$ cat src/sv/kes_pkg.sv
// shared types, constants and helpers of the kronecker edge sampler
package kes_pkg;

  localparam int unsigned MAX_LOG_N_DEF = 48;
  localparam int unsigned WORD_W        = 31;
  localparam int unsigned S_TDATA_W     = 32;
  localparam int unsigned OUT_W         = 48;
  localparam int unsigned M_TDATA_W     = 2 * OUT_W;
  localparam int unsigned LOG_N_W       = 6;
  localparam int unsigned KEY_W         = 64;
  localparam int unsigned HALF_W        = KEY_W / 2;
  localparam int unsigned CFG_ADDR_W    = 2;
  localparam int unsigned QUOT_W        = 20;

  localparam logic [LOG_N_W-1:0] LOG_N_RESET  = 6'd20;
  localparam logic [WORD_W-1:0]  REJECT_LIMIT = 31'd3647;
  localparam logic [HALF_W-1:0]  QUARTER      = 32'd2500;
  // floor(2^43 / 2500): quotient estimate is exact or one low for 31-bit words
  localparam logic [HALF_W-1:0]  RECIP        = 32'd3518437208;
  localparam int unsigned        RECIP_SHIFT  = 43;
  localparam logic [KEY_W-1:0]   MUL_KEY_A    = 64'h4519840211493211;
  localparam logic [KEY_W-1:0]   MUL_KEY_B    = 64'h3050852102C843A5;

  typedef enum logic [CFG_ADDR_W-1:0] {
    CFG_LOG_N = 2'd0,
    CFG_KEY_A = 2'd1,
    CFG_KEY_B = 2'd2
  } cfg_idx_e;

  typedef enum logic [3:0] {
    DP_NOP,
    DP_LOAD,
    DP_DIV_MUL,
    DP_UPDATE,
    DP_ADD_A,
    DP_ADD_B,
    DP_MUL_LL,
    DP_MUL_HL,
    DP_MUL_LH,
    DP_REV,
    DP_SAVE_SRC,
    DP_EMIT
  } dp_op_e;

  typedef enum logic {
    KEY_SEL_A,
    KEY_SEL_B
  } key_sel_e;

  typedef enum logic [3:0] {
    S_IDLE,
    S_DIVMUL,
    S_UPDATE,
    S_ADD_A,
    S_ADD_B,
    S_MLL_A,
    S_MHL_A,
    S_MLH_A,
    S_REV_A,
    S_MLL_B,
    S_MHL_B,
    S_MLH_B,
    S_REV_B,
    S_SAVE,
    S_EMIT
  } ctrl_state_e;

  typedef struct packed {
    dp_op_e   op;
    key_sel_e key;
  } dp_cmd_t;

  typedef struct packed {
    logic reject;
    logic done;
    logic out_free;
  } dp_stat_t;

  function automatic logic [KEY_W-1:0] rev64(input logic [KEY_W-1:0] x);
    logic [KEY_W-1:0] r;
    for (int i = 0; i < KEY_W; i++) begin
      r[i] = x[KEY_W-1-i];
    end
    return r;
  endfunction

endpackage

$ cat src/sv/kes_ctrl.sv
// sequencer for word intake and the shared-multiplier vertex scrambling
module kes_ctrl (
  input  logic              clk_i,
  input  logic              rst_ni,
  input  logic              in_valid_i,
  output logic              in_ready_o,
  input  kes_pkg::dp_stat_t stat_i,
  output kes_pkg::dp_cmd_t  cmd_o
);
  import kes_pkg::*;

  ctrl_state_e state_q, state_d;
  logic        tgt_pass_q, tgt_pass_d;

  always_ff @(posedge clk_i or negedge rst_ni) begin
    if (!rst_ni) begin
      state_q    <= S_IDLE;
      tgt_pass_q <= 1'b0;
    end else begin
      state_q    <= state_d;
      tgt_pass_q <= tgt_pass_d;
    end
  end

  always_comb begin
    state_d    = state_q;
    tgt_pass_d = tgt_pass_q;
    in_ready_o = 1'b0;
    cmd_o.op   = DP_NOP;
    cmd_o.key  = KEY_SEL_A;
    unique case (state_q)
      S_IDLE: begin
        in_ready_o = 1'b1;
        if (in_valid_i) begin
          cmd_o.op = DP_LOAD;
          state_d  = S_DIVMUL;
        end
      end
      S_DIVMUL: begin
        cmd_o.op = DP_DIV_MUL;
        state_d  = stat_i.reject ? S_IDLE : S_UPDATE;
      end
      S_UPDATE: begin
        cmd_o.op   = DP_UPDATE;
        tgt_pass_d = 1'b0;
        state_d    = stat_i.done ? S_ADD_A : S_IDLE;
      end
      S_ADD_A: begin
        cmd_o.op = DP_ADD_A;
        state_d  = S_ADD_B;
      end
      S_ADD_B: begin
        cmd_o.op = DP_ADD_B;
        state_d  = S_MLL_A;
      end
      S_MLL_A: begin
        cmd_o.op = DP_MUL_LL;
        state_d  = S_MHL_A;
      end
      S_MHL_A: begin
        cmd_o.op = DP_MUL_HL;
        state_d  = S_MLH_A;
      end
      S_MLH_A: begin
        cmd_o.op = DP_MUL_LH;
        state_d  = S_REV_A;
      end
      S_REV_A: begin
        cmd_o.op = DP_REV;
        state_d  = S_MLL_B;
      end
      S_MLL_B: begin
        cmd_o.op  = DP_MUL_LL;
        cmd_o.key = KEY_SEL_B;
        state_d   = S_MHL_B;
      end
      S_MHL_B: begin
        cmd_o.op  = DP_MUL_HL;
        cmd_o.key = KEY_SEL_B;
        state_d   = S_MLH_B;
      end
      S_MLH_B: begin
        cmd_o.op  = DP_MUL_LH;
        cmd_o.key = KEY_SEL_B;
        state_d   = S_REV_B;
      end
      S_REV_B: begin
        cmd_o.op = DP_REV;
        state_d  = tgt_pass_q ? S_EMIT : S_SAVE;
      end
      S_SAVE: begin
        // source done, run the same sequence on the target
        cmd_o.op   = DP_SAVE_SRC;
        tgt_pass_d = 1'b1;
        state_d    = S_ADD_A;
      end
      S_EMIT: begin
        if (stat_i.out_free) begin
          cmd_o.op   = DP_EMIT;
          tgt_pass_d = 1'b0;
          state_d    = S_IDLE;
        end
      end
      default: begin
        state_d = S_IDLE;
      end
    endcase
  end

endmodule

$ cat src/sv/kes_dp.sv
// datapath: config registers, quadrant pick, bit gathering, scrambler, output word
module kes_dp #(
  parameter int unsigned MaxLogN = kes_pkg::MAX_LOG_N_DEF
) (
  input  logic                             clk_i,
  input  logic                             rst_ni,
  input  logic                             cfg_we_i,
  input  logic [kes_pkg::CFG_ADDR_W-1:0]   cfg_addr_i,
  input  logic [kes_pkg::KEY_W-1:0]        cfg_data_i,
  input  logic [kes_pkg::WORD_W-1:0]       word_i,
  input  kes_pkg::dp_cmd_t                 cmd_i,
  output kes_pkg::dp_stat_t                stat_o,
  input  logic                             out_ready_i,
  output logic                             out_valid_o,
  output logic [kes_pkg::OUT_W-1:0]        out_src_o,
  output logic [kes_pkg::OUT_W-1:0]        out_tgt_o
);
  import kes_pkg::*;

  logic [LOG_N_W-1:0] log_n_q;
  logic [KEY_W-1:0]   key_a_q, key_b_q;
  logic [LOG_N_W-1:0] level_q;
  logic [MaxLogN-1:0] src_q, tgt_q;
  logic [MaxLogN-1:0] tgt_hold_q;
  logic [WORD_W-1:0]  word_q;
  logic [KEY_W-1:0]   acc_q, x_q;
  logic [OUT_W-1:0]   src_res_q;
  logic               out_valid_q;
  logic [OUT_W-1:0]   out_src_q, out_tgt_q;

  // effective level count and reversal shift
  logic [LOG_N_W-1:0] lv;
  logic [LOG_N_W:0]   sh;
  logic [LOG_N_W-1:0] lvl_next;
  logic               done;

  always_comb begin
    if (log_n_q == '0) begin
      lv = LOG_N_W'(1);
    end else if (log_n_q > LOG_N_W'(MaxLogN)) begin
      lv = LOG_N_W'(MaxLogN);
    end else begin
      lv = log_n_q;
    end
  end

  assign sh       = (LOG_N_W + 1)'(KEY_W) - {1'b0, lv};
  assign lvl_next = level_q + LOG_N_W'(1);
  assign done     = (lvl_next >= lv);

  // quadrant = floor(word / 2500) mod 4, estimate corrected by one step
  logic [QUOT_W-1:0] q_est;
  logic [HALF_W-1:0] q_mul, q_rem;
  logic [1:0]        qsel;
  logic              s_raw, t_raw, flip, s_bit, t_bit;
  logic [MaxLogN-1:0] src_next, tgt_next;

  assign q_est = acc_q[RECIP_SHIFT+QUOT_W-1:RECIP_SHIFT];
  assign q_mul = HALF_W'(q_est) * QUARTER;
  assign q_rem = HALF_W'(word_q) - q_mul;
  assign qsel  = q_est[1:0] + 2'((q_rem >= QUARTER) ? 1 : 0);
  assign s_raw = qsel[0];
  assign t_raw = ~(qsel[1] ^ qsel[0]);
  // clip and flip while the prefixes still match
  assign flip  = (src_q == tgt_q) && s_raw && !t_raw;
  assign s_bit = flip ? 1'b0 : s_raw;
  assign t_bit = flip ? 1'b1 : t_raw;
  assign src_next = {src_q[MaxLogN-2:0], s_bit};
  assign tgt_next = {tgt_q[MaxLogN-2:0], t_bit};

  // shared 32x32 multiplier
  logic [KEY_W-1:0]  key_sel;
  logic [HALF_W-1:0] mul_a, mul_b;
  logic [KEY_W-1:0]  prod;

  assign key_sel = (cmd_i.key == KEY_SEL_A) ? (key_a_q | MUL_KEY_A) : (key_b_q | MUL_KEY_B);

  always_comb begin
    case (cmd_i.op)
      DP_DIV_MUL: begin
        mul_a = HALF_W'(word_q);
        mul_b = RECIP;
      end
      DP_MUL_HL: begin
        mul_a = x_q[KEY_W-1:HALF_W];
        mul_b = key_sel[HALF_W-1:0];
      end
      DP_MUL_LH: begin
        mul_a = x_q[HALF_W-1:0];
        mul_b = key_sel[KEY_W-1:HALF_W];
      end
      default: begin
        mul_a = x_q[HALF_W-1:0];
        mul_b = key_sel[HALF_W-1:0];
      end
    endcase
  end

  assign prod = mul_a * mul_b;

  // config, edge state and output valid
  always_ff @(posedge clk_i or negedge rst_ni) begin
    if (!rst_ni) begin
      log_n_q     <= LOG_N_RESET;
      key_a_q     <= '0;
      key_b_q     <= '0;
      level_q     <= '0;
      src_q       <= '0;
      tgt_q       <= '0;
      out_valid_q <= 1'b0;
    end else begin
      if (cfg_we_i) begin
        unique case (cfg_addr_i)
          CFG_LOG_N: log_n_q <= cfg_data_i[LOG_N_W-1:0];
          CFG_KEY_A: key_a_q <= cfg_data_i;
          CFG_KEY_B: key_b_q <= cfg_data_i;
          default: ;
        endcase
      end
      if (cmd_i.op == DP_UPDATE) begin
        if (done) begin
          level_q <= '0;
          src_q   <= '0;
          tgt_q   <= '0;
        end else begin
          level_q <= lvl_next;
          src_q   <= src_next;
          tgt_q   <= tgt_next;
        end
      end
      if (cmd_i.op == DP_EMIT) begin
        out_valid_q <= 1'b1;
      end else if (out_ready_i) begin
        out_valid_q <= 1'b0;
      end
    end
  end

  // working payload
  always_ff @(posedge clk_i) begin
    case (cmd_i.op)
      DP_LOAD:    word_q <= word_i;
      DP_DIV_MUL: acc_q  <= prod;
      DP_UPDATE: begin
        x_q        <= KEY_W'(src_next);
        tgt_hold_q <= tgt_next;
      end
      DP_ADD_A:  x_q <= x_q + key_a_q;
      DP_ADD_B:  x_q <= x_q + key_b_q;
      DP_MUL_LL: acc_q <= prod;
      DP_MUL_HL, DP_MUL_LH: begin
        acc_q[KEY_W-1:HALF_W] <= acc_q[KEY_W-1:HALF_W] + prod[HALF_W-1:0];
      end
      DP_REV: x_q <= rev64(acc_q) >> sh;
      DP_SAVE_SRC: begin
        src_res_q <= x_q[OUT_W-1:0];
        x_q       <= KEY_W'(tgt_hold_q);
      end
      DP_EMIT: begin
        out_src_q <= src_res_q;
        out_tgt_q <= x_q[OUT_W-1:0];
      end
      default: ;
    endcase
  end

  assign stat_o.reject   = (word_q < REJECT_LIMIT);
  assign stat_o.done     = done;
  assign stat_o.out_free = !out_valid_q || out_ready_i;

  assign out_valid_o = out_valid_q;
  assign out_src_o   = out_src_q;
  assign out_tgt_o   = out_tgt_q;

endmodule

$ cat src/sv/kronecker_edge_sampler.sv
// Kronecker edge sampler: one random word per level, scrambled edge out.
// Each word is taken, multiplied by the reciprocal, then used for the quadrant
// and bit update; a word below 3647 is dropped after the multiply. When log_n
// words have been used, both vertices are scrambled on one shared 32x32
// multiplier, which sets the edge tail: ten steps per vertex, one hand-over
// and one output load, which waits until the output register is free. The
// finished edge sits in an output register, and the next word is taken while
// it waits. log_n saturates to 1..MaxLogN.
module kronecker_edge_sampler #(
  parameter int unsigned MaxLogN = kes_pkg::MAX_LOG_N_DEF
) (
  input  logic                             clk_i,
  input  logic                             rst_ni,
  input  logic                             cfg_we_i,
  input  logic [kes_pkg::CFG_ADDR_W-1:0]   cfg_addr_i,
  input  logic [kes_pkg::KEY_W-1:0]        cfg_data_i,
  input  logic                             s_axis_tvalid,
  output logic                             s_axis_tready,
  input  logic [kes_pkg::S_TDATA_W-1:0]    s_axis_tdata,  // random_word[30:0], pad
  output logic                             m_axis_tvalid,
  input  logic                             m_axis_tready,
  output logic [kes_pkg::M_TDATA_W-1:0]    m_axis_tdata   // source_vertex, target_vertex
);
  import kes_pkg::*;

  dp_cmd_t          cmd;
  dp_stat_t         stat;
  logic [OUT_W-1:0] out_src, out_tgt;

  kes_ctrl u_ctrl (
    .clk_i      (clk_i),
    .rst_ni     (rst_ni),
    .in_valid_i (s_axis_tvalid),
    .in_ready_o (s_axis_tready),
    .stat_i     (stat),
    .cmd_o      (cmd)
  );

  kes_dp #(
    .MaxLogN (MaxLogN)
  ) u_dp (
    .clk_i       (clk_i),
    .rst_ni      (rst_ni),
    .cfg_we_i    (cfg_we_i),
    .cfg_addr_i  (cfg_addr_i),
    .cfg_data_i  (cfg_data_i),
    .word_i      (s_axis_tdata[WORD_W-1:0]),
    .cmd_i       (cmd),
    .stat_o      (stat),
    .out_ready_i (m_axis_tready),
    .out_valid_o (m_axis_tvalid),
    .out_src_o   (out_src),
    .out_tgt_o   (out_tgt)
  );

  assign m_axis_tdata = {out_tgt, out_src};

endmodule

$ cat config.mk
export PLATFORM = sky130hd
export DESIGN_NAME = kronecker_edge_sampler
export DESIGN_NICKNAME = d
export VERILOG_FILES = /design/src/sv/kes_pkg.sv /design/src/sv/kes_ctrl.sv /design/src/sv/kes_dp.sv /design/src/sv/kronecker_edge_sampler.sv
export SDC_FILE = /design/constraint.sdc
export NUM_CORES = 2
export LEC_CHECK = 0
export BUFFER_PORTS_ARGS = -buffer_cell sky130_fd_sc_hd__buf_4
export CAP_MARGIN = 20
export CORE_UTILIZATION = 28
export CTS_BUF_LIST = sky130_fd_sc_hd__clkbuf_8
export DETAILED_ROUTE_END_ITERATION = 16
export GPL_TIMING_DRIVEN = 1
export PLACE_DENSITY = 0.47
export SLEW_MARGIN = 15
export SYNTH_ARGS = -nofsm -noshare
export SYNTH_HDL_FRONTEND = slang
export SYNTH_SLANG_ARGS = --single-unit
$ cat constraint.sdc
create_clock -name clk_i -period 12.1 [get_ports clk_i]
set_input_delay 1.21 -clock clk_i [delete_from_list [all_inputs] [get_ports clk_i]]
set_output_delay 1.21 -clock clk_i [all_outputs]
set_load 0.01 [all_outputs]
==> impl_metrics.tcl <==
set metrics [dict create \
    status "completed" \
    antenna_left 0 \
    clk_latency_ns 0.94 \
    fin_setup_tns_ns 0 \
    cp_data_arrival_time_ns 12.20 \
    reg2reg_from "u_ctrl.state_q[2]" \
    relSlewSlack_pct 5.41 \
    slew_violations 0 \
    grtUsageTotal_pct 22.9 \
    fin_skew_ns 0.129 \
    cts_resized 0 \
    num_vias 56600 \
    io_pins 201 \
    vias_per_cell 5.14 \
    post_cts_buffers 0 \
    synth_edf_count 351 \
    ctsHtreeMaxLevel 3 \
    cp-end-kind "flop" \
    multi_input_comb_area_um2 48500 \
    ys_seq_area_share_pct 23.7 \
    ys_ff_latch 593 \
    avgSynthCellArea_um2 9.43 \
    syn2layout_area_growth_pct 12.2 \
    ys.flop_type "edfxtp_1" \
    syn-num-nets 8949 \
    cts_made_buffers 103 \
    synthArstFlopShare_pct 40.8 \
    cp_max_fo 23 \
    place.gp.congestion 0.982 \
    setup.worst_path.class "reg2reg" \
    root_buffer "clkbuf_8" \
    tightest_slew_ns 1.42 \
    drive_gt1_share_pct 11.1 \
    die_w_um 502 \
    critPathMaxStageDelay_ns 0.69 \
    grt_overflow 0 \
    drc 0 \
    synth_cell_type_count 88 \
    initial_utilization_pct 28.2 \
    cts_tree "built" \
    cp.required_ns 12.69 \
    nets 9112 \
    grt_pass1_wl_um 415000 \
    ys_warn_count 0 \
    first_pass_iters 7 \
    grt_setup_unrepaired "false" \
    core-area_um2 249000 \
    min_period_over_period_pct 96.0 \
    synth_area_um2 70000 \
    clock_sinks 593 \
    path_clk_slew_ns 0.06 \
    fin_crit_ns 11.61 \
    grt_pass1_vias 57200 \
    hold_path.class "in2async" \
    die_area_um2 252000 \
    fillers 26200 \
    dp_hpwl_um 237000 \
    setup_viol 0 \
    cp-start-kind "flop" \
    rows 183 \
    startpoint "u_ctrl.state_q[2]" \
    grt_max_degree 97 \
    worst_path_most_repeated_cell "fa_1" \
    port_buffers 199 \
    antenna_found_initial 34 \
    wl_um 289000 \
    avgRoutedWirePerCell_um 26.3 \
    maxCapViolCount 0 \
    ff_latch_area_um2 16600 \
    clockBufferDepth 3 \
    hold_buffers 0 \
    hold_viol 0 \
    synthCells 7422 \
    slowest_stage "and3_2" \
    die_h_um 502 \
    first_iter_violations 5652 \
    fmaxAchievable_mhz 86.1 \
]
[stage by stage]
stage	cell area (µm²)	utilization (%)	instances	setup slack [ns]	hold WS, ns
finish	78600	31.6	11000	0.487	0.342
global route	78500	31.6	11000	0.0263	0.353
CTS	78500	31.6	11000	0.668	0.297
detailed placement	76300	30.7	10800	0.735	0.405
global placement	76300	30.7	10800	0.805	0.401
floorplan	70000	-	7422	2.17	0.400
[routing by layer]
layer	vias up	track usage [%]	share of wire [%]
li1	24800	-	-
met5	-	0	0.013
met4	6	7.79	3.7
met3	371	4.22	8.2
met2	2292	34.8	44
met1	29200	32.3	44
[critical path, delay by kind of cell, from the launching register on]
family,cells,cell delay (ns)
compound gates,4,0.76
buf+inv,8,0.88
simple gates,12,2.88
fa+ha+maj,10,4.90
mux,1,0.43
xor+xnor,2,0.77
flops,1,0.63
[worst paths after layout]
kind | slack [ns] | to | depth (start not counted)
setup / recovery | 0.49 | u_dp.acc_q[60] | 37
hold / removal | 0.34 | u_dp.src_q[5] | 1
setup reg to reg | 0.49 | u_dp.acc_q[60] | 37
hold reg to reg | 0.41 | u_dp.out_src_o[47] | 0
max in group asynchronous | 10.15 | u_dp.key_b_q[13] | 2
min in group clk_i | 0.41 | u_dp.out_src_o[47] | 0
[synthesized netlist by cell type, types with 22 or more instances]
cell,count,area share (%)
and2_1,61,0.55
a21o_1,124,1.3
mux2i_1,210,3.0
nand4_1,40,0.36
clkbuf_1,321,1.7
buf_1,31,0.17
fa_1,946,27
nor2_1,572,3.1
nand2b_1,40,0.36
o21ai_1,23,0.16
a31oi_1,44,0.39
and3_1,51,0.46
o31ai_1,27,0.29
o21bai_1,33,0.35
xnor2_1,108,1.4
nor2b_1,32,0.29
mux2_2,202,3.2
o21a_1,43,0.46
inv_1,1000,5.4
nand3_1,94,0.67
dfrtp_1,240,8.6
a211oi_1,37,0.40
a21oi_1,360,2.6
nor3_1,48,0.34
a221oi_1,33,0.41
edfxtp_1,351,15
nand2_1,1168,6.3
o211ai_1,22,0.24
o21ai_0,270,1.9
ha_1,478,8.5
nor4_1,26,0.23
xor2_1,109,1.4
[cell families after synthesis]
family / share of synthesized area [%]
and+or+nand+nor: 13.3
adders and majority gates: 35.6
buffers and inverters: 7.43
DFF: 23.7
AOI/OAI and AO/OA: 10.9
muxes: 6.36
xor gates and xnor gates: 2.75
[cells in the final DEF, fill, tap and decap left out, drive strengths merged, types with 15 or more instances in the layout]
cell type / n
o31ai: 27
o21bai: 33
clkbuf: 111
a21boi: 21
nor2b: 32
nand2b: 40
xor2: 109
a21oi: 360
a21o: 124
xnor2: 108
mux2i: 210
dfrtp: 240
nor3b: 15
o21a: 43
ha: 478
mux2: 203
edfxtp: 351
nand4: 40
diode: 16
clkinv: 38
inv: 1037
nor3: 48
and3: 51
o21ai: 293
buf: 429
nor2: 572
and2: 62
a221oi: 36
o211ai: 22
nor4: 26
nand2: 1168
nand3: 94
a31oi: 45
a211oi: 37
fa: 946
a22oi: 18
[state kept, by name, indices dropped and copies added, names as in the netlist]
signal,count
u_dp.key_a_q,64
u_ctrl.tgt_pass_q,1
u_dp.key_b_q,64
u_dp.tgt_q,48
u_dp.level_q,6
u_dp.tgt_hold_q,48
u_dp.out_src_o,48
u_dp.word_q,31
u_dp.x_q,64
u_dp.src_q,48
u_ctrl.state_q,4
u_dp.log_n_q,6
u_dp.acc_q,64
u_dp.src_res_q,48
u_dp.out_valid_o,1
u_dp.out_tgt_o,48
[cell type report]
cell class | instances | share of cell area (%)
multi-input cells | 5456 | 61.8
flip-flops and latches | 593 | 21.1
well taps | 3330 | 5.30
inverters | 1001 | 4.79
repair buffers | 430 | 4.18
clock buffers | 110 | 1.93
clock inverters | 83 | 0.863
diodes | 16 | 0.0510
Power is not shown: default switching activity piles up to over one toggle a cycle in this logic, so the estimate is an artifact.
